**config.mk**
```make
export PLATFORM = sky130hd
export DESIGN_NAME = lavm_queue
export DESIGN_NICKNAME = d
export VERILOG_FILES = /design/src/hdl/lavm_queue.sv
export SDC_FILE = /design/constraint.sdc
export NUM_CORES = 1
export LEC_CHECK = 0
export ABC_AREA = 1
export BUFFER_PORTS_ARGS = -buffer_cell sky130_fd_sc_hd__buf_2
export CAP_MARGIN = 20
export CORE_AREA = 4 4 45 47
export CTS_BUF_LIST = sky130_fd_sc_hd__clkbuf_8 sky130_fd_sc_hd__clkbuf_16
export DETAILED_ROUTE_END_ITERATION = 8
export DIE_AREA = 0 0 49 51
export PLACE_DENSITY = 0.73
export SLEW_MARGIN = 10
export SYNTH_ARGS = -nofsm -noshare
export SYNTH_HDL_FRONTEND = slang
export SYNTH_SLANG_ARGS = --single-unit
```
**constraint.sdc**
```tcl
create_clock -name clock -period 3.1 [get_ports clock]
set_input_delay 0.155 -clock clock [delete_from_list [all_inputs] [get_ports clock]]
set_output_delay 0.155 -clock clock [all_outputs]
set_load 0.05 [all_outputs]
```
**src/hdl/lavm_queue.sv**
```systemverilog
`timescale 1ns / 1ps
// lavm_queue: small register queue between the front and the engine.
// No dependencies.
module lavm_queue #(
   parameter int WIDTH = 8,
   parameter int DEPTH = 2
) (
   input  logic             clock,
   input  logic             reset,
   input  logic             wr_valid,
   input  logic [WIDTH-1:0] wr_data,
   output logic             full,
   output logic             rd_valid,
   output logic [WIDTH-1:0] rd_data,
   input  logic             rd_pop
);
   localparam int PW = (DEPTH > 1) ? $clog2(DEPTH) : 1;
   localparam int CW = $clog2(DEPTH + 1);

   logic [WIDTH-1:0] mem_ff [DEPTH];
   logic [PW-1:0]    wp_ff, wp_in, rp_ff, rp_in;
   logic [CW-1:0]    cnt_ff, cnt_in;
   logic             do_push, do_pop;

   assign full     = (cnt_ff == CW'(DEPTH));
   assign rd_valid = (cnt_ff != '0);
   assign rd_data  = mem_ff[rp_ff];
   assign do_push  = wr_valid && !full;
   assign do_pop   = rd_pop && rd_valid;

   always_comb begin
      wp_in  = wp_ff;
      rp_in  = rp_ff;
      cnt_in = cnt_ff;
      if (do_push) begin
         wp_in = (wp_ff == PW'(DEPTH - 1)) ? '0 : wp_ff + 1'b1;
      end
      if (do_pop) begin
         rp_in = (rp_ff == PW'(DEPTH - 1)) ? '0 : rp_ff + 1'b1;
      end
      if (do_push && !do_pop) begin
         cnt_in = cnt_ff + 1'b1;
      end else if (do_pop && !do_push) begin
         cnt_in = cnt_ff - 1'b1;
      end
   end

   always_ff @(posedge clock) begin
      if (reset) begin
         wp_ff  <= '0;
         rp_ff  <= '0;
         cnt_ff <= '0;
      end else begin
         wp_ff  <= wp_in;
         rp_ff  <= rp_in;
         cnt_ff <= cnt_in;
      end
   end

   always_ff @(posedge clock) begin
      if (do_push) begin
         mem_ff[wp_ff] <= wr_data;
      end
   end

endmodule

```
# Word level (Yosys, flattened, before mapping)
# Memory sizes are Yosys's and may differ from the RTL's. A register that Yosys moved wholly into a read port is not among the register bits.
# Cells that the tools add are included.
[word_totals] reg_bits=4 latchBits=0 ram_bits=16 romBits=0 out_inout_bits=10 word_cells=26 memories=1
[memory_table] memory="mem_ff" depth=2 word_bits=8 read_ports=1 rd_clocked_by_memory_dff=1 write_ports=1 line="20" source="logic [WIDTH-1:0] mem_ff [DEPTH];"
[op_classes] n_addsub=4 n_mul=0 div=0 n_lt_le_gt_ge=0 n_eq_ne=1 n_shift=0 n_mux=8 bitwise=0 reduce_logical=9
[op_table] operator="$mux W1" n=6
[op_table] operator="$logic_and A1 B1 Y1" n=4
[op_table] operator="$mux W2" n=2
[op_table] operator="$reduce_bool A2 Y1" n=2
[op_table] operator="$logic_not A1 Y1" n=3
[op_table] operator="$add A1 B1 Y1 const B" n=2
[op_table] operator="$add A2 B1 Y2 const B" n=1
[op_table] operator="$eq A2 B2 Y1 const B" n=1
[op_table] operator="$sub A2 B1 Y2 const B" n=1

# Depth between registers and ports, before layout
[depth] depth_word=7 mapped_depth=10 depth_no_buf=10

# Worst setup path before layout
# No wires, ideal clock.
[synth_timing] kind="register to register" from="register cnt_ff[0]" to="register cnt_ff[1]" t_arrival_ns=1.545 path_slack_ns=1.491 path_stages_with_launch=10 n_path_buf=0 period_less_slack_ns=1.609 cell_sequence="dfxtp_1 -> inv_2 -> nand2_1 -> nand2_1 -> ha_1 -> inv_1 -> nand3_1 -> nand2_1 -> inv_1 -> nor2_1"
[synth_rtl] item="start, declared" line="22" source="logic [CW-1:0] cnt_ff, cnt_in;"
[synth_rtl] item="start signal, assigned" line="56" source="cnt_ff <= cnt_in;"
[synth_rtl] item="$reduce_bool A2 Y1 *" line="26" source="assign rd_valid = (cnt_ff != '0);"
[synth_rtl] item="named net rd_valid" line="13" source="output logic rd_valid,"
[synth_rtl] item="$logic_and A1 B1 Y1 *" line="29" source="assign do_pop = rd_pop && rd_valid;"
[synth_rtl] item="$logic_not A1 Y1" line="41" source="if (do_push && !do_pop) begin"
[synth_rtl] item="$logic_and A1 B1 Y1" line="41"
[synth_rtl] item="$mux W2 or $reduce_bool A2 Y1 (tied branches)"
# The timed path passes the listed nets; every way through them passes the cells marked *. The select of a mux whose other input is x is not followed.
# A chain may end at the register's enable or synchronous reset.

==> impl_metrics.json <==
{
  "hold_path_class": "in2reg",
  "route.detailed.drc": 0,
  "max_freq_ghz": 0.655,
  "ys_ff_latch": 21,
  "reg2reg_slack_ns": 1.64,
  "ant_nets": 0,
  "syn_inst": 62,
  "core_um2": 1650,
  "ys_warn_count": 0,
  "hold_violations": 0,
  "worst-r2r-cell-count": 2,
  "cp_data_required_time_ns": 2.94,
  "nets": 100,
  "leakagePower_nw": 0.419,
  "holdPathStages": 1,
  "final_cell_mix": "21 x buf_2, 16 x edfxtp_1, 8 x mux2_2, 8 x nor2_1",
  "grt_remaining_overflow": 0,
  "place_inst": 99,
  "antenna_found_initial": 0,
  "register_area_um2": 581,
  "grt_max_degree": 13,
  "tightest_slew_ns": 0.697,
  "utilization": 0.598,
  "start_util": 0.496,
  "root_buffer": "clkbuf_8",
  "h-tree-depth": 1,
  "cts_inserted_buffers": 3,
  "port_buffers": 21,
  "ys_types": 14,
  "postCtsHoldBufs": 0,
  "ctsResizeCount": 0,
  "drv_cap": 0,
  "peakVddDrop_mv": 0.518,
  "area_growth_pct": 20.5,
  "diodes": 0,
  "place.gp.congestion": 0.685,
  "report.final.slew_viol_count": 0,
  "period_needed_ns": 1.53,
  "grt_pass1_wl_mm": 1.94,
  "syn-num-nets": 75,
  "max-clock-path-buffers": 2,
  "vias": 510,
  "track_usage": 0.103,
  "clock_sinks": 21,
  "reg2reg_to": "mem_ff[0][0]",
  "die_w_um": 49,
  "ios": 22,
  "setup_viol": 0,
  "die_y_um": 51,
  "ys_seq_area_frac": 0.708,
  "drt_iter0_drc": 6,
  "clk_pin_slew_ns": 0.07,
  "p_per_area_nw_per_um2": 934,
  "rsz0062_at_grt": "false",
  "drt_first_pass_iters": 4,
  "clkLatencyLatePin_ns": 0.25,
  "wl_per_cell_um": 12.0,
  "vias_per_cell": 4.95,
  "setup_tns_ns": 0,
  "fin_skew_ns": 0.00173,
  "grt_pass1_vias": 497,
  "outcome": "finished clean",
  "final_common_cell": "buf_2",
  "drt-total-wl_mm": 1.23,
  "critPathArrivalTime_ns": 1.37,
  "drive_gt1_frac": 0.407,
  "rows": 15,
  "cts_tree": "built",
  "crit_type": "reg2out",
  "hpwl_um": 923,
  "fill_cells": 139,
  "cts_setup_buffers": 0,
  "path_max_fanout": 8,
  "p_total_mw": 0.922,
  "whs_endpoint": "mem_ff[0][2]",
  "hold_start": "wr_data[2]",
  "fin_crit_sh": 0.493,
  "synth_area_um2": 820,
  "max_slew_margin": 0.534,
  "multi_input_area_um2": 204,
  "avgSynthCellArea_um2": 13.2,
  "die_area_um2": 2500,
  "cp-start-kind": "flop",
  "r2r-start": "cnt_ff[0]",
  "final_cells": 103,
  "critPathCaptureType": "output port"
}
==> critical path: stages, from the launching register on <==
cell,delay (ns)
dfxtp_1,0.53
mux2_2,0.38
buf_2,0.21
==> metal layers <==
metal | up-vias | global-route usage | wire [um]
li1 | 263 | - | -
met1 | 221 | 0.107 | 495
met2 | 22 | 0.178 | 607
met3 | 4 | 0.0379 | 104
met4 | 0 | 0.0538 | 25
met5 | - | 0 | 0
==> through the flow <==
| stage | instance area (um2) | hold slack (ns) | worst slack (ns) |
|---|---|---|---|
| finish | 987 | 0.0905 | 1.57 |
| global route | 987 | 0.0804 | 1.50 |
| CTS | 987 | 0.0855 | 1.54 |
| detailed placement | 941 | 0.348 | 1.61 |
| global placement | 941 | 0.346 | 1.70 |
| floorplan | 820 | 0.254 | 1.49 |
==> kinds of logic after synthesis <==
family	synth area share
buf+inv	0.0427
flops	0.708
mux	0.110
simple gates	0.0886
compound gates	0.0351
fa+ha+maj	0.0153
==> layout make-up <==
class,count,area share
Clock buffer,3,0.0418
Clock inverter,1,0.00507
Inverter,8,0.0304
Multi-Input combinational cell,32,0.207
Sequential cell,21,0.588
Tap cell,17,0.0215
Timing Repair Buffer,21,0.106
==> state kept, by name, summed over array words and instances, names as in the netlist, named ones only <==
register  count
cnt_ff        2
mem_ff       16
rp_ff         1
wp_ff         1
==> power by group <==
group	internal, mW	total, mW	switching (mW)	leakage, nW
Combinational	0.0981	0.361	0.263	0.203
Sequential	0.360	0.392	0.0320	0.191
Clock	0.0892	0.169	0.0799	0.0255
Total	0.547	0.922	0.375	0.419
==> synthesized netlist by cell type <==
master | number | share of area
a21oi_1 | 2 | 0.012
buf_2 | 1 | 0.0061
dfxtp_1 | 5 | 0.12
edfxtp_1 | 16 | 0.59
ha_1 | 1 | 0.015
inv_1 | 7 | 0.032
inv_2 | 1 | 0.0046
mux2_2 | 8 | 0.11
nand2_1 | 7 | 0.032
nand3_1 | 2 | 0.012
nand4_1 | 1 | 0.0076
nor2_1 | 8 | 0.037
o21ai_0 | 2 | 0.012
o21ai_2 | 1 | 0.011
==> worst max-delay path by stage <==
| stage | end | startpoint | slack (ns) |
|---|---|---|---|
| final | rd_data[4] | flop | 1.57 |
| after global routing | rd_data[4] | flop | 1.50 |
| after CTS | rd_data[4] | flop | 1.54 |
| after detailed placement | mem_ff[0][5] | cnt_ff[0] | 1.61 |
| after global placement | mem_ff[0][5] | cnt_ff[0] | 1.70 |
| after floorplan | cnt_ff[1] | cnt_ff[0] | 1.49 |
Note: power is estimated with default switching activity, not from simulation.
