**src/hdl/lavm_pkg.sv**
```systemverilog
`timescale 1ns / 1ps
// lavm_pkg: transaction types, widths and codes of the look-at view matrix unit.
// No dependencies; imported by every lavm module except lavm_queue.
package lavm_pkg;

   localparam int ELEM_W = 32;
   localparam int VEC_W  = 18;
   localparam int UVEC_W = 19;
   localparam int RAW_W  = 50;

   localparam logic signed [ELEM_W-1:0] Q_ONE = 32'sd65536;
   localparam logic [1:0] LAST_ROW = 2'd3;

   typedef struct packed {
      logic signed [31:0] eye_x;
      logic signed [31:0] eye_y;
      logic signed [31:0] eye_z;
      logic signed [31:0] target_x;
      logic signed [31:0] target_y;
      logic signed [31:0] target_z;
      logic signed [31:0] up_x;
      logic signed [31:0] up_y;
      logic signed [31:0] up_z;
   } req_type;

   typedef struct packed {
      logic [1:0]         row_index;
      logic signed [31:0] elem0;
      logic signed [31:0] elem1;
      logic signed [31:0] elem2;
      logic signed [31:0] elem3;
      logic               last_row;
      logic               degenerate;
   } rsp_type;

   typedef struct packed {
      logic [2:0][31:0] eye;
      logic [2:0][31:0] up;
      logic [2:0][32:0] dvec;
      logic             dzero;
   } item_type;

   typedef struct packed {
      logic [2:0][VEC_W-1:0]  s;
      logic [2:0][UVEC_W-1:0] u;
      logic [2:0][VEC_W-1:0]  f;
      logic [2:0][ELEM_W-1:0] t;
      logic                   deg;
   } matrix_type;

   typedef enum logic [2:0] {
      ST_IDLE,
      ST_NLOAD,
      ST_NSHIFT,
      ST_MAC,
      ST_SQRT,
      ST_DIV,
      ST_DONE
   } eng_state_type;

   typedef enum logic [1:0] {
      PROG_SQ,
      PROG_CROSS,
      PROG_UVEC
   } prog_type;

   typedef enum logic [1:0] {
      DST_SQ,
      DST_C,
      DST_U,
      DST_T
   } dst_type;

   typedef struct packed {
      logic       valid;
      dst_type    dst;
      logic [1:0] idx;
      logic       neg;
      logic       first;
      logic       last;
   } mac_tag_type;

endpackage

```
**src/hdl/lavm_front.sv**
```systemverilog
`timescale 1ns / 1ps
// lavm_front: accepts request transactions, forms target - eye and flags a zero view vector.
// Depends on lavm_pkg.
module lavm_front (
   input  logic              push,
   output logic              full,
   input  lavm_pkg::req_type req_data,
   output logic              q_push,
   output lavm_pkg::item_type q_item,
   input  logic              q_full
);
   import lavm_pkg::*;

   always_comb begin
      q_item.eye[0]  = req_data.eye_x;
      q_item.eye[1]  = req_data.eye_y;
      q_item.eye[2]  = req_data.eye_z;
      q_item.up[0]   = req_data.up_x;
      q_item.up[1]   = req_data.up_y;
      q_item.up[2]   = req_data.up_z;
      q_item.dvec[0] = 33'(req_data.target_x) - 33'(req_data.eye_x);
      q_item.dvec[1] = 33'(req_data.target_y) - 33'(req_data.eye_y);
      q_item.dvec[2] = 33'(req_data.target_z) - 33'(req_data.eye_z);
      q_item.dzero   = (q_item.dvec[0] == '0) && (q_item.dvec[1] == '0)
                       && (q_item.dvec[2] == '0);
   end

   assign q_push = push;
   assign full   = q_full;

endmodule

```
**config.mk**
```make
export PLATFORM = sky130hd
export DESIGN_NAME = lavm_front
export DESIGN_NICKNAME = d
export VERILOG_FILES = /design/src/hdl/lavm_pkg.sv /design/src/hdl/lavm_front.sv
export SDC_FILE = /design/constraint.sdc
export NUM_CORES = 1
export LEC_CHECK = 0
export BUFFER_PORTS_ARGS = -buffer_cell sky130_fd_sc_hd__buf_2
export CAP_MARGIN = 10
export CORE_AREA = 4 4 227 229
export DETAILED_ROUTE_END_ITERATION = 8
export DIE_AREA = 0 0 231 233
export SYNTH_ARGS = -nofsm -noshare
export SYNTH_HDL_FRONTEND = slang
export SYNTH_SLANG_ARGS = --single-unit
export TNS_END_PERCENT = 50
```
**constraint.sdc**
```tcl
create_clock -name vclk -period 16.1
set_input_delay 2.415 -clock vclk [all_inputs]
set_output_delay 2.415 -clock vclk [all_outputs]
set_load 0.005 [all_outputs]
```
Word-level counts from Yosys, hierarchy flattened
Cells that the tools add are included.
{"block": "classes", "n_addsub": 3, "reduce_logical": 5}
{"op": "33-bit logical NOT", "count": 3}
{"op": "32-bit by 32-bit subtractor with 33-bit output", "count": 3}
{"op": "1-bit logical AND", "count": 2}
{"block": "word_totals", "reg_bits": 0}

Logic depth before layout (Yosys ltp)
Gate-level depths: netlist (run 1).
{"block": "depth", "depth_word": 4, "mapped_depth": 14, "mapped_depth_nobuf": 14}

Worst setup path after synthesis (run 1)
Ideal clock, no wire load.
{"block": "synth_path", "path_type": "input port to output port", "from": "input req_data[128] in the netlist's numbering", "to": "output q_item[0] in the netlist's numbering", "slack_ps": 7635, "cell_stages": 14, "n_path_buf": 0, "t_arrival_ps": 6050, "cell_sequence": "inv_1 > ha_1 > fa_1 > nand2b_1 > a211oi_1 > o211ai_1 > o31ai_1 > xor2_1 > or3_1 > or4_1 > or4b_1 > or4_1 > nor4_2 > and4_1"}
{"element": "start: declaration", "line_no": "lavm_front.sv:7", "text": "input lavm_pkg::req_type req_data,"}
{"element": "end: declaration", "line_no": "lavm_front.sv:9", "text": "output lavm_pkg::item_type q_item,"}

==> flow_metrics.env, run 1 <==
export IMPL_worst_slew_pin_slew_ns=1.169
export IMPL_yosysSeqAreaShare=0
export IMPL_crit_type="in -> out"
export IMPL_fillers=5866
export IMPL_start_util=0.1440
export IMPL_path_max_fanout=4
export IMPL_hold_viol_final=0
export IMPL_mostFrequentLayoutCell="buf_2"
export IMPL_slew_violations=0
export IMPL_syn_area_um2=7152
export IMPL_required_ns=13.69
export IMPL_critical_path_cell_chain="buf_2 -> inv_1 -> ha_1 -> fa_1 -> nand2b_1 -> a211oi_1 -> o211ai_1 -> o31ai_1 -> xor2_1 -> or3_1 -> or4_1 -> or4b_1 -> or4_1 -> nor4_2 -> and4_1 -> buf_2"
export IMPL_core_area_um2=49660
export IMPL_final_min_clock_period_ns=9.679
export IMPL_antenna_left=0
export IMPL_grt_overflow=0
export IMPL_grt_pass1_wl_um=49870
export IMPL_synthTopCellsByArea="buf_4 20%, ha_1 17%, a21oi_1 6.6%"
export IMPL_synth_top_family_by_area="buffers and inverters"
export IMPL_mostFrequentLayoutCells="388 x buf_2, 116 x inv_1, 96 x ha_1, 94 x a21oi_1, 87 x nand2_1"
export IMPL_hold_class="in -> out"
export IMPL_synth_compound_area_frac=0.2490
export IMPL_fp_dieArea_um2=53820
export IMPL_synth_top_area_share=0.2036
export IMPL_area_growth_pct=17.69
export IMPL_avgSynthCellArea_um2=6.653
export IMPL_grt_pass1_vias=7622
export IMPL_postRouteWirelength_um=36040
export IMPL_num_rows=82
export IMPL_post_cts_resized=0
export IMPL_die_h_um=233
export IMPL_end_kind="output port"
export IMPL_place_congestion=0.9178
export IMPL_clock_buffers=0
export IMPL_synth_largest_area_cell="buf_4"
export IMPL_crit_slowest_cell="o31ai_1"
export IMPL_fin_crit_sh=0.6012
export IMPL_maxCapViolCount=0
export IMPL_synth_nets=1464
export IMPL_vias=8098
export IMPL_grt_setup_unrepaired="false"
export IMPL_yosys_warnings=0
export IMPL_routed_via_density=4.202
export IMPL_port_buffers=388
export IMPL_cts_setup_buffers=0
export IMPL_slew_headroom=0.2136
export IMPL_arrival_ns=7.26
export IMPL_register_area_um2=0
export IMPL_nFlopsAndLatches=0
export IMPL_grt_util_all_layers=0.1224
export IMPL_synth_xor_area_share=0.1027
export IMPL_ys_types=69
export IMPL_wl_per_cell_um=18.70
export IMPL_synthSimpleGateAreaFrac=0.1944
export IMPL_muxShareOfSynthArea=0.001400
export IMPL_synthAdderAreaFrac=0.1763
export IMPL_tns_ns=0
export IMPL_synthCells=1075
export IMPL_worstHoldPathCells=0
export IMPL_drive_gt1_frac=0.3219
export IMPL_grt_max_degree=12
export IMPL_status="finished clean"
export IMPL_max_stage_delay_ns=0.90
export IMPL_drt_iter0_drc=398
export IMPL_firstDrtPassIters=5
export IMPL_antenna_found_initial=5
export IMPL_max_freq_mhz=103.3
export IMPL_start_kind="input port"
export IMPL_die_x_um=231
export IMPL_io_pins=584
export IMPL_ctsHoldBuffers=0
export IMPL_post_dp_hpwl_um=33430
export IMPL_nets=1643
export IMPL_setup_violations=0
export IMPL_drc_errors=0
cells in the mapped netlist (3+ instances only):
library cell,n
o21a_1,12
a31o_2,3
nand2_1,87
a21boi_0,3
xnor2_1,42
inv_1,116
and4_1,4
xor2_1,40
o211ai_1,12
fa_1,3
and3_1,11
nor4_1,14
a221oi_1,3
a211o_1,3
nand2b_1,7
nand4_1,17
nor2b_1,8
and2_1,6
a311oi_1,3
a221o_1,3
buf_2,5
or4_1,7
o21ai_1,6
a21oi_2,3
buf_4,194
o21ai_0,56
ha_1,96
o21bai_1,4
a211oi_1,9
nor2_1,71
clkbuf_1,12
a21oi_1,94
o31ai_1,6
a21o_1,30
nor3_1,21
a31oi_1,11
nand3_1,13
o22ai_1,3
cells by family after synthesis:
| family | Yosys count |
|---|---|
| compound gates | 281 |
| xor+xnor | 83 |
| fa+ha+maj | 99 |
| buf+inv | 329 |
| mux | 1 |
| simple gates | 282 |
final timing paths:
kind,from,endpoint,slack (ns)
worst max-delay path,req_data[128],q_item[0],6.42
worst min-delay path,req_data[32],q_item[132],4.83
final cells by class:
| cell class | count | area [um2] | area share |
|---|---|---|---|
| tap | 672 | 840.8 | 0.09990 |
| multi-input combinational | 746 | 5176 | 0.6150 |
| timing repair buffer | 390 | 1957 | 0.2325 |
| inverter | 116 | 435.4 | 0.05173 |
| antenna | 3 | 7.507 | 0.0008919 |
per-layer routing:
metal | routed length (um) | vias up | track usage
met1 | 14980 | 3675 | 0.1515
met3 | 3052 | 64 | 0.02730
met4 | 1232 | 4 | 0.03439
li1 | - | 3927 | -
met2 | 16750 | 428 | 0.2130
met5 | 22 | - | 0
per-stage QoR:
step | cells | worst slack (ns) | instance area, um2 | utilization | hold slack (ns)
floorplan | 1075 | 7.635 | 7152 | - | 4.911
global placement | 1924 | 6.530 | 8409 | 0.1693 | 4.830
detailed placement | 1924 | 6.524 | 8409 | 0.1693 | 4.830
CTS | 1924 | 6.509 | 8409 | 0.1693 | 4.830
global route | 1924 | 6.331 | 8409 | 0.1693 | 4.830
finish | 1927 | 6.421 | 8417 | 0.1695 | 4.830
worst max-delay path, delay by kind of cell:
family	cells	cell delay (ns)
compound gates	3	1.65
xor+xnor	1	0.21
fa+ha+maj	2	0.61
buf+inv	3	0.23
simple gates	7	2.13
==> inputs of run 2 (changes only) <==
--- a/config.mk
+++ b/config.mk
@@ -7,9 +7,9 @@
 export LEC_CHECK = 0
 export BUFFER_PORTS_ARGS = -buffer_cell sky130_fd_sc_hd__buf_2
 export CAP_MARGIN = 10
-export CORE_AREA = 4 4 227 229
+export CORE_AREA = 4 4 222 224
 export DETAILED_ROUTE_END_ITERATION = 8
-export DIE_AREA = 0 0 231 233
+export DIE_AREA = 0 0 226 228
 export SYNTH_ARGS = -nofsm -noshare
 export SYNTH_HDL_FRONTEND = slang
 export SYNTH_SLANG_ARGS = --single-unit
==> constraint.sdc (replaced) <==
create_clock -name vclk -period 8.02
set_input_delay 1.203 -clock vclk [all_inputs]
set_output_delay 1.203 -clock vclk [all_outputs]
set_load 0.005 [all_outputs]
==> run 2 against run 1 <==
Cell count shrank 2.9%. Critical path depth grew 1. Design area is 0.73% lower. Non-clock buffer count up 1. Utilization grew 0.70 points. Critical path type unchanged. Critical endpoint unchanged. Highest routed layer unchanged.
==> flow_metrics.env, run 2 (synthesis results as in run 1) <==
export IMPL_grt_overflow=0
export IMPL_hold_class="in -> out"
export IMPL_critical_path_cell_chain="buf_2 -> inv_1 -> ha_1 -> fa_1 -> nand2b_1 -> a211oi_1 -> buf_4 -> o211ai_1 -> a211oi_1 -> nor2_1 -> xnor2_2 -> or4_1 -> or4b_1 -> or4_1 -> nor4_2 -> and4_1 -> buf_2"
export IMPL_timing_critical_path_max_delay_family="simple AND/OR/NAND/NOR gates"
export IMPL_die_x_um=226
export IMPL_ctsHoldBuffers=0
export IMPL_cts_setup_buffers=0
export IMPL_area_growth_pct=16.83
export IMPL_slew_violations=0
export IMPL_antenna_left=0
export IMPL_mostFrequentLayoutCell="buf_2"
export IMPL_multi_input_area_um2=5176
export IMPL_port_buffers=388
export IMPL_stdcell_area_um2=8356
export IMPL_drt_iter0_drc=407
export IMPL_num_rows=80
export IMPL_drive_gt1_frac=0.3224
export IMPL_fp_dieArea_um2=51530
export IMPL_io_pins=584
export IMPL_hold_worst_slack_ns=2.406
export IMPL_hold_viol_final=0
export IMPL_wl_per_cell_um=19.15
export IMPL_grt_pass1_vias=7634
export IMPL_cp_num_buf_inv=4
export IMPL_grt_max_degree=12
export IMPL_dpl_cell_area_um2=8346
export IMPL_place_congestion=0.9081
export IMPL_path_max_fanout=4
export IMPL_end_kind="output port"
export IMPL_crit_slowest_cell="a211oi_1"
export IMPL_register_area_um2=0
export IMPL_clock_buffers=0
export IMPL_tns_ns=0
export IMPL_grt_util_all_layers=0.1270
export IMPL_fillers=5553
export IMPL_grt_setup_unrepaired="false"
export IMPL_required_ns=6.82
export IMPL_routed_via_density=4.277
export IMPL_drc_errors=0
export IMPL_die_h_um=228
export IMPL_start_util=0.1511
export IMPL_core_area_um2=47350
export IMPL_max_stage_delay_ns=0.67
export IMPL_crit_type="in -> out"
export IMPL_arrival_ns=5.53
export IMPL_fin_crit_sh=0.8401
export IMPL_post_dp_hpwl_um=33270
export IMPL_post_cts_resized=0
export IMPL_maxCapViolCount=0
export IMPL_grt_pass1_wl_um=49610
export IMPL_nets=1644
export IMPL_nFlopsAndLatches=0
export IMPL_start_kind="input port"
export IMPL_slew_headroom=0.3331
export IMPL_worst_slew_pin_slew_ns=0.9912
export IMPL_firstDrtPassIters=5
export IMPL_postRouteWirelength_um=35840
export IMPL_final_min_clock_period_ns=6.738
export IMPL_mostFrequentLayoutCells="388 x buf_2, 116 x inv_1, 96 x ha_1, 94 x a21oi_1, 87 x nand2_1"
export IMPL_setup_violations=0
export IMPL_max_freq_mhz=148.4
export IMPL_antenna_found_initial=9
export IMPL_vias=8007
export IMPL_status="finished clean"
-- run 2: changes by cell type in the layout (fill, tap and decap cells not counted), sizes merged --
cell / delta
buf: +1
diode: +1
-- run 2: cell type report --
cell class,instances,share of cell area
timing repair buffer,391,0.2351
multi-input combinational,746,0.6195
antenna,4,0.001198
inverter,116,0.05211
tap,615,0.09209
-- run 2: through the flow --
| step | cells | setup slack (ns) | util |
|---|---|---|---|
| final | 1872 | 1.282 | 0.1765 |
| after global routing | 1869 | 0.8957 | 0.1763 |
| after floorplan | 1075 | 1.979 | - |
| after global placement | 1868 | 1.316 | 0.1763 |
| after CTS | 1868 | 1.239 | 0.1763 |
| after detailed placement | 1868 | 1.238 | 0.1763 |
-- run 2: final timing paths --
| path | from | end | cells after the start | slack [ns] |
|---|---|---|---|---|
| worst max-delay path | req_data[128] | q_item[0] | 17 | 1.28 |
| worst min-delay path | req_data[67] | q_item[103] | 0 | 2.41 |
-- run 2: routing by layer --
metal	GRT usage	vias up	wire length (um)
li1	-	3921	-
met1	0.1586	3592	14900
met2	0.2180	416	16600
met3	0.02944	76	3067
met4	0.03503	2	1252
met5	0	-	13
