### src/hdl/lavm_pkg.sv
`timescale 1ns / 1ps
// lavm_pkg: transaction types, widths and codes of the look-at view matrix unit.
// No dependencies; imported by every lavm module except lavm_queue.
package lavm_pkg;

   localparam int ELEM_W = 32;
   localparam int VEC_W  = 18;
   localparam int UVEC_W = 19;
   localparam int RAW_W  = 50;

   localparam logic signed [ELEM_W-1:0] Q_ONE = 32'sd65536;
   localparam logic [1:0] LAST_ROW = 2'd3;

   typedef struct packed {
      logic signed [31:0] eye_x;
      logic signed [31:0] eye_y;
      logic signed [31:0] eye_z;
      logic signed [31:0] target_x;
      logic signed [31:0] target_y;
      logic signed [31:0] target_z;
      logic signed [31:0] up_x;
      logic signed [31:0] up_y;
      logic signed [31:0] up_z;
   } req_type;

   typedef struct packed {
      logic [1:0]         row_index;
      logic signed [31:0] elem0;
      logic signed [31:0] elem1;
      logic signed [31:0] elem2;
      logic signed [31:0] elem3;
      logic               last_row;
      logic               degenerate;
   } rsp_type;

   typedef struct packed {
      logic [2:0][31:0] eye;
      logic [2:0][31:0] up;
      logic [2:0][32:0] dvec;
      logic             dzero;
   } item_type;

   typedef struct packed {
      logic [2:0][VEC_W-1:0]  s;
      logic [2:0][UVEC_W-1:0] u;
      logic [2:0][VEC_W-1:0]  f;
      logic [2:0][ELEM_W-1:0] t;
      logic                   deg;
   } matrix_type;

   typedef enum logic [2:0] {
      ST_IDLE,
      ST_NLOAD,
      ST_NSHIFT,
      ST_MAC,
      ST_SQRT,
      ST_DIV,
      ST_DONE
   } eng_state_type;

   typedef enum logic [1:0] {
      PROG_SQ,
      PROG_CROSS,
      PROG_UVEC
   } prog_type;

   typedef enum logic [1:0] {
      DST_SQ,
      DST_C,
      DST_U,
      DST_T
   } dst_type;

   typedef struct packed {
      logic       valid;
      dst_type    dst;
      logic [1:0] idx;
      logic       neg;
      logic       first;
      logic       last;
   } mac_tag_type;

endpackage

### src/hdl/lavm_rows.sv
`timescale 1ns / 1ps
// lavm_rows: output buffer holding one finished matrix and serving its four row transactions.
// Depends on lavm_pkg.
module lavm_rows (
   input  logic                 clock,
   input  logic                 reset,
   input  logic                 mat_valid,
   input  lavm_pkg::matrix_type mat,
   output logic                 mat_ready,
   output logic                 empty,
   input  logic                 pop,
   output lavm_pkg::rsp_type    rsp_data
);
   import lavm_pkg::*;

   matrix_type mat_ff, mat_in;
   logic       valid_ff, valid_in;
   logic [1:0] row_ff, row_in;

   assign mat_ready = !valid_ff || (pop && row_ff == LAST_ROW);
   assign empty     = !valid_ff;

   always_comb begin
      valid_in = valid_ff;
      row_in   = row_ff;
      mat_in   = mat_ff;
      if (mat_valid && mat_ready) begin
         valid_in = 1'b1;
         row_in   = '0;
         mat_in   = mat;
      end else if (pop && valid_ff) begin
         if (row_ff == LAST_ROW) begin
            valid_in = 1'b0;
         end else begin
            row_in = row_ff + 1'b1;
         end
      end
   end

   always_ff @(posedge clock) begin
      if (reset) begin
         valid_ff <= 1'b0;
         row_ff   <= '0;
      end else begin
         valid_ff <= valid_in;
         row_ff   <= row_in;
      end
   end

   always_ff @(posedge clock) begin
      mat_ff <= mat_in;
   end

   always_comb begin
      rsp_data.row_index  = row_ff;
      rsp_data.last_row   = (row_ff == LAST_ROW);
      rsp_data.degenerate = mat_ff.deg;
      case (row_ff)
         2'd0, 2'd1, 2'd2: begin
            rsp_data.elem0 = ELEM_W'($signed(mat_ff.s[row_ff]));
            rsp_data.elem1 = ELEM_W'($signed(mat_ff.u[row_ff]));
            rsp_data.elem2 = -ELEM_W'($signed(mat_ff.f[row_ff]));
            rsp_data.elem3 = '0;
         end
         default: begin
            rsp_data.elem0 = mat_ff.t[0];
            rsp_data.elem1 = mat_ff.t[1];
            rsp_data.elem2 = mat_ff.t[2];
            rsp_data.elem3 = Q_ONE;
         end
      endcase
   end

endmodule

### config.mk
export PLATFORM = sky130hd
export DESIGN_NAME = lavm_rows
export DESIGN_NICKNAME = d
export VERILOG_FILES = /design/src/hdl/lavm_pkg.sv /design/src/hdl/lavm_rows.sv
export SDC_FILE = /design/constraint.sdc
export NUM_CORES = 1
export LEC_CHECK = 0
export ABC_AREA = 1
export BUFFER_PORTS_ARGS = -buffer_cell sky130_fd_sc_hd__buf_2
export CORE_MARGIN = 3
export CORE_UTILIZATION = 35
export DETAILED_ROUTE_END_ITERATION = 7
export PLACE_DENSITY_LB_ADDON = 0.05
export RECOVER_POWER = 25
export SYNTH_ARGS = -nofsm -noshare
export SYNTH_HDL_FRONTEND = slang
export SYNTH_SLANG_ARGS = --single-unit
### constraint.sdc
create_clock -name clock -period 16.5 [get_ports clock]
set_input_delay 0.825 -clock clock [delete_from_list [all_inputs] [get_ports clock]]
set_output_delay 0.825 -clock clock [all_outputs]
set_load 0.03 [all_outputs]
* Word level (Yosys, flattened, before mapping)
Cells that the tools add are included.
** Cells by class
- $add $sub $neg :: 2
- Magnitude comparators :: 1
- Equal/unequal tests :: 3
- Mux-type cells :: 10
- Bitwise logic cells :: 1
- Reduce and logical (&&, ||, !) cells :: 12
** Operators with widths (number)
- $mux 128 :: 1
- $bmux 18 s2 :: 2
- $bmux 19 s2 :: 1
- $mux 18 :: 2
- $neg 18->32 :: 1
- $mux 19 :: 1
- $eq 2x2->1 const B :: 2
- $reduce_and 2->1 :: 2
- $reduce_bool 2->1 :: 2
- $logic_and 1x1->1 :: 3
- $lt 2x3->1 const B :: 1
- $mux 1 :: 3
- $reduce_or 3->1 :: 1
- $add 2x1->2 const B :: 1
- $eq 2x1->1 const B :: 1
- $logic_not 2->1 :: 1
- $reduce_or 2->1 :: 1
- $logic_not 1->1 :: 1
- $logic_or 1x1->1 :: 1
- $not 1->1 :: 1
** Word-level totals
- Flip-flop bits (word level) :: 265
- Output and inout port bits :: 134
- Logic and storage cells :: 44

* Depth between registers and ports, before layout
Gate-level depths: netlist (run 1).
- Word-level depth :: 6
- Mapped depth :: 15
- Depth with buffers taken out :: 14

* Least setup slack after synthesis (run 1)
No wires, ideal clock.
- Path kind :: flip-flop to flip-flop
- Start :: reg row_ff[0]
- End :: reg mat_ff[100] (netlist name), enable pin
- Setup time :: 0.893 ns
- Arrival :: 12.133 ns
- Required time :: 15.607 ns
- Setup slack :: 3.474 ns
- Stages on the path, launching flop included :: 4
- Path buffers :: 0
- Clock period less this slack :: 13.026 ns
- Path through :: dfxtp_1 > ha_1 > a21oi_1 > nor2_1
** RTL lines
- start: declaration :: line lavm_rows.sv:18 : logic [1:0] row_ff, row_in;
- start signal: assignment :: line lavm_rows.sv:46 : row_ff <= row_in;
- end signal: assignment :: line lavm_rows.sv:51 : mat_ff <= mat_in;
- end: declaration :: line lavm_rows.sv:16 : matrix_type mat_ff, mat_in;

==> impl.org, run 1 <==
** Status
- The flow ran to the end, and the final reports show no timing, DRC or antenna violations.

** Finish
- Relative to the synthesized area, the layout overhead comes to 28.3%.
- In the layout the commonest cells are sky130_fd_sc_hd__buf_2 (368), sky130_fd_sc_hd__edfxtp_1 (262), sky130_fd_sc_hd__nand2_1 (251).
- Of the cells placed in the final design, the portion with a size suffix greater than 1 is ~33%.
- Final cell count without fillers :: approximately 1.7k
- Summing all flip-flop and latch instances after layout gives around 8000 um2.
- For this run, the post-layout net count is around 1.6k.
- Number of filler cells placed in the layout :: just under 3k
- Leaving out fill and tap cells, the most frequent cell in the layout is sky130_fd_sc_hd__buf_2.
- Summing all multi-input logic gate instances after layout gives 2470 um2.

** Global routing
- The initial antenna violation count came to 13.
- The first global-routing pass estimated 44,100 um of wire.
- Grt ovf :: 0
- Largest net degree at the start of global routing :: 80
- Global routing used between 15 and 20% of the available tracks.
- The number of global-route vias before repair is 7,613.

** STA
- Slew margin rel. :: 32.2%
- On the final layout, the worst clock skew is ~0.010 ns.
- The final critical path takes up a little under a third of the cycle.
- Summed negative setup slack over all endpoints :: 0 ns
- Minimum clock period :: around 5.0 ns
- Achievable frequency :: 200 MHz
- Setup Viol. Count Final :: 0
- Total count of max-transition violations in the final report :: 0
- Unrepaired setup endpoints after global routing :: false
- Transition time at the pin with the least slew margin :: roughly 1 ns
- The final number of hold-violating endpoints was 0.

** Yosys
- The synthesized netlist contains 30 unique library cells.
- Sequential elements use between 70% and 80% of the synthesized area.
- Synthesis produced around 930 cells.
- Share of synthesized cell area in full adder, half adder and majority cells :: less than 1%
- Synth Area in Compound Gates :: roughly 4.7%
- The synthesized netlist devotes approximately 16% of its cell area to simple gates.
- In the synthesized netlist, mux cells make up 0% of the area.
- Area share of xor/xnor cells in the synthesized design :: less than 1%
- Combinational family with the most area after synthesis :: simple AND/OR/NAND/NOR gates
- Post-synthesis instance area :: ~11,000 um2
- Syn avg cell area :: between 10 and 15 um2
- The synthesized design contains 265 register bits.
- Number of warnings printed during yosys synthesis :: 0

** Route
- In the routed layout, each cell is associated on average with a via count of about 4.5.
- Overall via count from detail_route :: slightly below 8k
- Final Routed Wirelength :: 30,300 um
- Post-detailed-route count of antenna-violating nets :: 0
- In the routed design, unresolved DRC markers number 0.
- The detailed router finished its first iteration with just under 400 violations.
- First-pass iteration count of the detailed router :: 5
- In the final routed layout, each cell accounts on average for 17.5 um.

** Worst setup path
- Slowest stage delay, CP :: roughly 0.72 ns
- At the worst endpoint, the required time is around 16 ns.
- The worst setup path is launched from a flop.
- Walking the worst path, the cells encountered are buf_4 > ha_2 > buf_4 > clkinv_2 > nand2_1 > nand2_1 > buf_2.
- CP max stage cell :: sky130_fd_sc_hd__clkinv_2
- STA classifies the critical path endpoint as a primary output.
- In this run the worst path has a maximum fanout of 68.
- For the worst setup path, the data arrival time is around 4.2 ns.
- The worst register-to-register path has a setup slack of about 13 ns.
- The worst setup path is of the reg2out kind.

** Clocking
- TritonCTS buffer count :: 31
- Post-cts hold buffer count :: 0
- TritonCTS built the clock tree.
- Clock root buffer :: sky130_fd_sc_hd__clkbuf_16
- The number of gates resized after CTS was 0.
- At the later pin of the worst-skew pair, clock insertion delay measures about 0.56 ns.
- After clock tree synthesis, the clock-pin slew on the worst setup and hold paths is about 0.060 ns.
- Clk buf depth :: 3
- Clock Sink Count :: 265
- Post-CTS timing repair inserted 0 buffers for setup.
- CTS built an H-tree with a depth of 1.

** Floorplan
- Die Span X :: about 180 um
- The region available for standard cell placement spans between 30,000 and 40,000 um2.
- Vertical extent of the die :: around 180 um
- In this run the core area contains 64 standard-cell rows.
- Once the floorplan was initialized, standard cells occupied between 30% and 40% of the core.
- The die covers around 33,000 um2.
- I/O pin count :: 400

** Flow run
- The tool flagged a number of max-cap violations equal to 0.

** Placed design
- Buffers on Ports :: between 300 and 400
- The HPWL after detailed placement is 21,200 um.
- Placed cell count :: 1,665
- Global placer's final weighted congestion :: approximately 0.83

** Power
- Largest vdd supply drop :: about 0.074 mV
- The analysis attributes to cell leakage a power of 0.00594 uW.
- Power density over cell area :: 116 nW/um2

** Worst hold path
- Worst min-delay path class :: in2reg
[sequential cells by signal, summed over array words and instances, names as in the netlist]
name	flops
rsp_data	1
mat_ff	261
valid_ff	1
row_ff	2
[metal layers]
layer	GRT usage, %	vias up	share of wire, %
li1	-	3859	-
met1	22.1	3552	42
met2	28.0	312	46
met3	5.04	71	8.2
met4	5.61	16	3.4
met5	0	-	0.28
[power breakdown]
part,switching [uW],internal [uW],total [uW]
clock,270,377,647
sequential,8.40,785,794
combinational,131,54.3,185
total,409,1220,1630
[through the flow]
stage          utilization (%)  setup WS, ns  hold slack [ns]  area (um2)  power (uW)
5_1_grt                   45.7         11.05            0.400       14000        1700
3_5_place_dp              42.5         11.99            0.623       13000         995
2_1_floorplan                -          3.47            0.841       11000         937
4_1_cts                   45.7         11.37            0.391       14000        1650
3_3_place_gp              42.5         11.99            0.611       13000         995
6_report                  45.7         11.49            0.432       14000        1630
[cell type report]
type	count	area share [%]
clock buffer	38	5.72
timing repair buffer	378	13.7
antenna	7	0.125
clock inverter	20	1.20
inverter	59	1.59
multi-input combinational	567	17.6
tap	396	3.53
sequential	265	56.6
[critical path, delay by kind of cell (launching register included)]
kind | cells | cell delay [ns]
buffers and inverters | 4 | 2.09
adders and majority gates | 1 | 0.29
DFF | 1 | 0.31
and+or+nand+nor | 2 | 0.86
[logic make-up (layout without fill, tap and decap cells)]
family	Yosys count	in the layout
XOR/XNOR	3	3
adder cells (fa/ha/maj)	3	3
AND/OR/NAND/NOR	439	439
other	1	38
flip-flops	265	265
buffers and inverters	132	495
AO/OA/AOI/OAI	91	91
[final timing paths]
kind	start	end	cells after the start
max reg2reg	row_ff[0]$_SDFFE_PP0P_	mat_ff[151]$_DFFE_PP_	6
max	row_ff[0]$_SDFFE_PP0P_	rsp_data[125]	7
min	mat[241]	mat_ff[241]$_DFFE_PP_	1
min reg2reg	valid_ff$_SDFFE_PP0P_	valid_ff$_SDFFE_PP0P_	4
[synthesized netlist by cell type, drive strengths merged]
master / count / area share, %
a31oi: 37 / 2.1
buf: 51 / 3.3
clkbuf: 22 / 0.76
nand2: 253 / 8.8
nor3: 2 / 0.092
xor2: 3 / 0.24
inv: 59 / 2.0
a21oi: 6 / 0.31
o31ai: 1 / 0.069
o21ai: 46 / 2.1
nor2: 141 / 5.1
nand3: 40 / 1.9
a211o: 1 / 0.080
nand3b: 1 / 0.069
ha: 3 / 0.34
dfxtp: 3 / 0.55
conb: 1 / 0.034
or2: 2 / 0.11
edfxtp: 262 / 72
No activity file was read; power rests on OpenSTA's default activity.
==> inputs of run 2 (changes only) <==
Clock period 16.5 ns to 5.16 ns, I/O delays scaled along.
==> run 2 against run 1 <==
Compared with the run above:
- worst setup slack got worse by 10 ns
- wire length increased by 6.9%
- combinational power increased to 4.1 times the previous value
- cell count increased by 15%
- non-clock buffer count increased by 263
- sequential share of layout area decreased by 8.8 points
==> impl.org, run 2 (synthesized netlist as in run 1, its figures left out) <==
** Status
- Status :: finished, final reports clean

** STA
- Final hold viol count :: 0
- Worst clock skew :: 0.0254 ns
- Minimum clock period :: between 3 and 4 ns
- The max-slew violation count is 0.
- Setup violations remaining at the end of the flow were counted as 0.
- At the pin with the least slew margin, the transition time is between 0.8 and 0.9 ns.
- Summed negative setup slack over all endpoints :: 0 ns
- Unrepaired setup endpoints after global routing :: false
- Post-route worst hold slack :: around 0.075 ns
- Achievable frequency :: approximately 260 MHz
- The worst path uses 73.6% of the clock period.
- Measured against its own limit, the worst slew margin works out to a little over two fifths.

** Global routing
- The first global-routing pass estimated 49,700 um of wire.
- Global routing usage summed across all routing layers :: a little under a fifth
- Via count of the first global-routing pass :: just over 9k
- Grt ovf :: 0
- Largest net degree at the start of global routing :: 81
- Antenna violations before repair :: 3

** Floorplan
- Placeable core area :: 30,700 um2
- For this design the top-level I/O count stands at 400.
- The die covers around 33,000 um2.
- Vertical extent of the die :: around 180 um
- In this run the horizontal extent of the chip is between 150 and 200 um.
- Once the floorplan was initialized, standard cells occupied 35.6% of the core.
- Number of standard-cell rows in the floorplan :: 64

** Worst setup path
- Startpoint type of the worst setup path :: flop
- For the worst setup path, the data required time is 4.90 ns.
- CP delay by family, top :: simple AND/OR/NAND/NOR gates
- In this design, the stage delay of the slowest critical-path cell is between 0.8 and 0.9 ns.
- STA puts the critical path data arrival time at ~3.5 ns.
- The largest individual stage delay along the critical path comes from the cell sky130_fd_sc_hd__nand2_1.
- Cell-by-cell trace of the critical path :: ha_2 > clkinv_2 > nand2_1 > nand2_1 > buf_2
- Most common cell on crit path :: sky130_fd_sc_hd__nand2_1
- The number of buffers and inverters on the critical path is 2.
- Type of destination of the critical path :: primary output
- Along the worst path, the maximum fanout reaches 61.
- Type of the worst setup path :: reg2out

** Route
- Iteration-0 DRC Markers :: around 370
- Once detail routing completed, the nets flagged for antenna violations numbered 0.
- Residual DRC count :: 0
- Overall via count from detail_route :: 8,764
- Summed over all layers, the routed wires come to about 32,000 um.
- Before antenna repair, the detailed router went through 6 iterations.
- Via-to-Cell Ratio :: ~4.4
- Dividing the detail-routed wire length by the instance count gives around 16 um.

** Clocking
- In this run, CTS created clock tree buffers numbering 30.
- CTS built an H-tree with a depth of 1.
- After clock tree synthesis, the clock-pin slew on the worst setup and hold paths is 0.06 ns.
- The tree built by TritonCTS fans out to around 270 sinks.
- The root buffer cell chosen for the clock tree is sky130_fd_sc_hd__clkbuf_16.
- CTS tree :: yes
- The longest clock path from root to sink contains 3 buffers.
- Clock insertion delay at the later pin of the skew report :: about 0.57 ns

** Finish
- Synth-to-layout area growth :: 51.9%
- For this run, the number of standard cells in the final layout without fillers is 1,984.
- The register with the most flip-flops in the layout has 261 of them.
- Ranked by flip-flop count, first place goes to mat_ff.
- The post-route netlist has between 20 and 30% of its cells at a drive strength greater than 1.
- Most frequent standard cell in the layout excluding fill and tap cells :: sky130_fd_sc_hd__buf_2
- Nets@finish :: between 1.5k and 2k
- The library cells used most frequently in the layout, excluding fill and tap cells, are sky130_fd_sc_hd__buf_2 (357), sky130_fd_sc_hd__dlygate4sd3_1 (264), sky130_fd_sc_hd__edfxtp_1 (262).
- In the final layout, the registers with the most flip-flops are mat_ff (261), row_ff (2).

** Power
- Combinational cells account for 14.3% of the total power.
- Design Power :: ~5300 uW
- Dividing total power by cell area gives a power density of roughly 320 nW/um2.
- Largest vdd supply drop :: between 0.2 and 0.3 mV
- In this run switching power makes up between 20% and 30% of total power.
- Cell leakage power :: approximately 0.007 uW
- Clock share of power :: a little under two fifths
- Switching power :: 1320 uW
- Registers are responsible for around half of the overall power.
- Internal power comes to about 4000 uW.

** Placed design
- The congestion estimate from routability-driven global placement came to 0.834.
- Detailed placement finished with a half-perimeter wire length of roughly 21,000 um.
- Once placement completed, the tool counted placed cells totaling 1,664.
- Port buffering added 368 buffers.

** Worst hold path
- The worst hold path belongs to the class in2reg.

** Flow run
- Maximum Capacitance Violations :: 0
-- run 2: worst reg2reg max path: cells and delay by family, from the launching register on --
kind,cells,cell delay (ns)
flops,1,0.83
buf+inv,1,0.59
simple gates,1,0.32
fa+ha+maj,1,0.25
compound gates,1,0.11
-- run 2: final timing paths --
path,from,end,slack [ns],depth (start not counted)
hold / removal,pop,row_ff[1]$_SDFFE_PP0P_,0.07,4
hold reg to reg,valid_ff$_SDFFE_PP0P_,row_ff[1]$_SDFFE_PP0P_,0.67,5
setup reg to reg,row_ff[0]$_SDFFE_PP0P_,mat_ff[36]$_DFFE_PP_,2.68,4
setup / recovery,row_ff[0]$_SDFFE_PP0P_,rsp_data[125],1.36,5
-- run 2: timing repair --
action                    CTS  global route
hold endpoints to repair  265             0
hold buffers              264             0
resized for setup           0             0
setup buffers               0             0
-- run 2: cell type report --
cell class,count,area [um2]
antenna,1,2.50
fill,2720,14100
sequential,265,7940
clock inverter,16,110
clock buffer,39,785
multi-input combinational,567,2480
tap,396,495
timing repair buffer,641,4580
inverter,59,223
-- run 2: power by group through the flow --
| stage | Sequential [uW] | Combinational (uW) | Clock [uW] |
|---|---|---|---|
| 2_1_floorplan | 2590 | 373 | 0 |
| 3_3_place_gp | 2590 | 590 | 0 |
| 3_5_place_dp | 2590 | 593 | 0 |
| 4_1_cts | 2550 | 757 | 2010 |
| 5_1_grt | 2560 | 816 | 2100 |
| 6_report | 2550 | 751 | 1960 |
-- run 2: per-stage QoR --
stage          instance area [um2]  utilization (%)  setup slack [ns]
3_3_place_gp                 13100             42.7              1.84
6_report                     16600             54.2              1.36
4_1_cts                      16600             54.2              1.14
2_1_floorplan                11100                -            0.0124
3_5_place_dp                 13100             42.7              1.76
5_1_grt                      16600             54.2             0.963
-- run 2: per-layer routing --
metal  vias to the layer above  track usage (%)  wire length [um]
li1                       4372                -                 -
met1                      4020             23.9             13600
met2                       304             32.6             15600
met3                        64             3.85              2030
met4                         4             6.37              1140
met5                         -                0                23
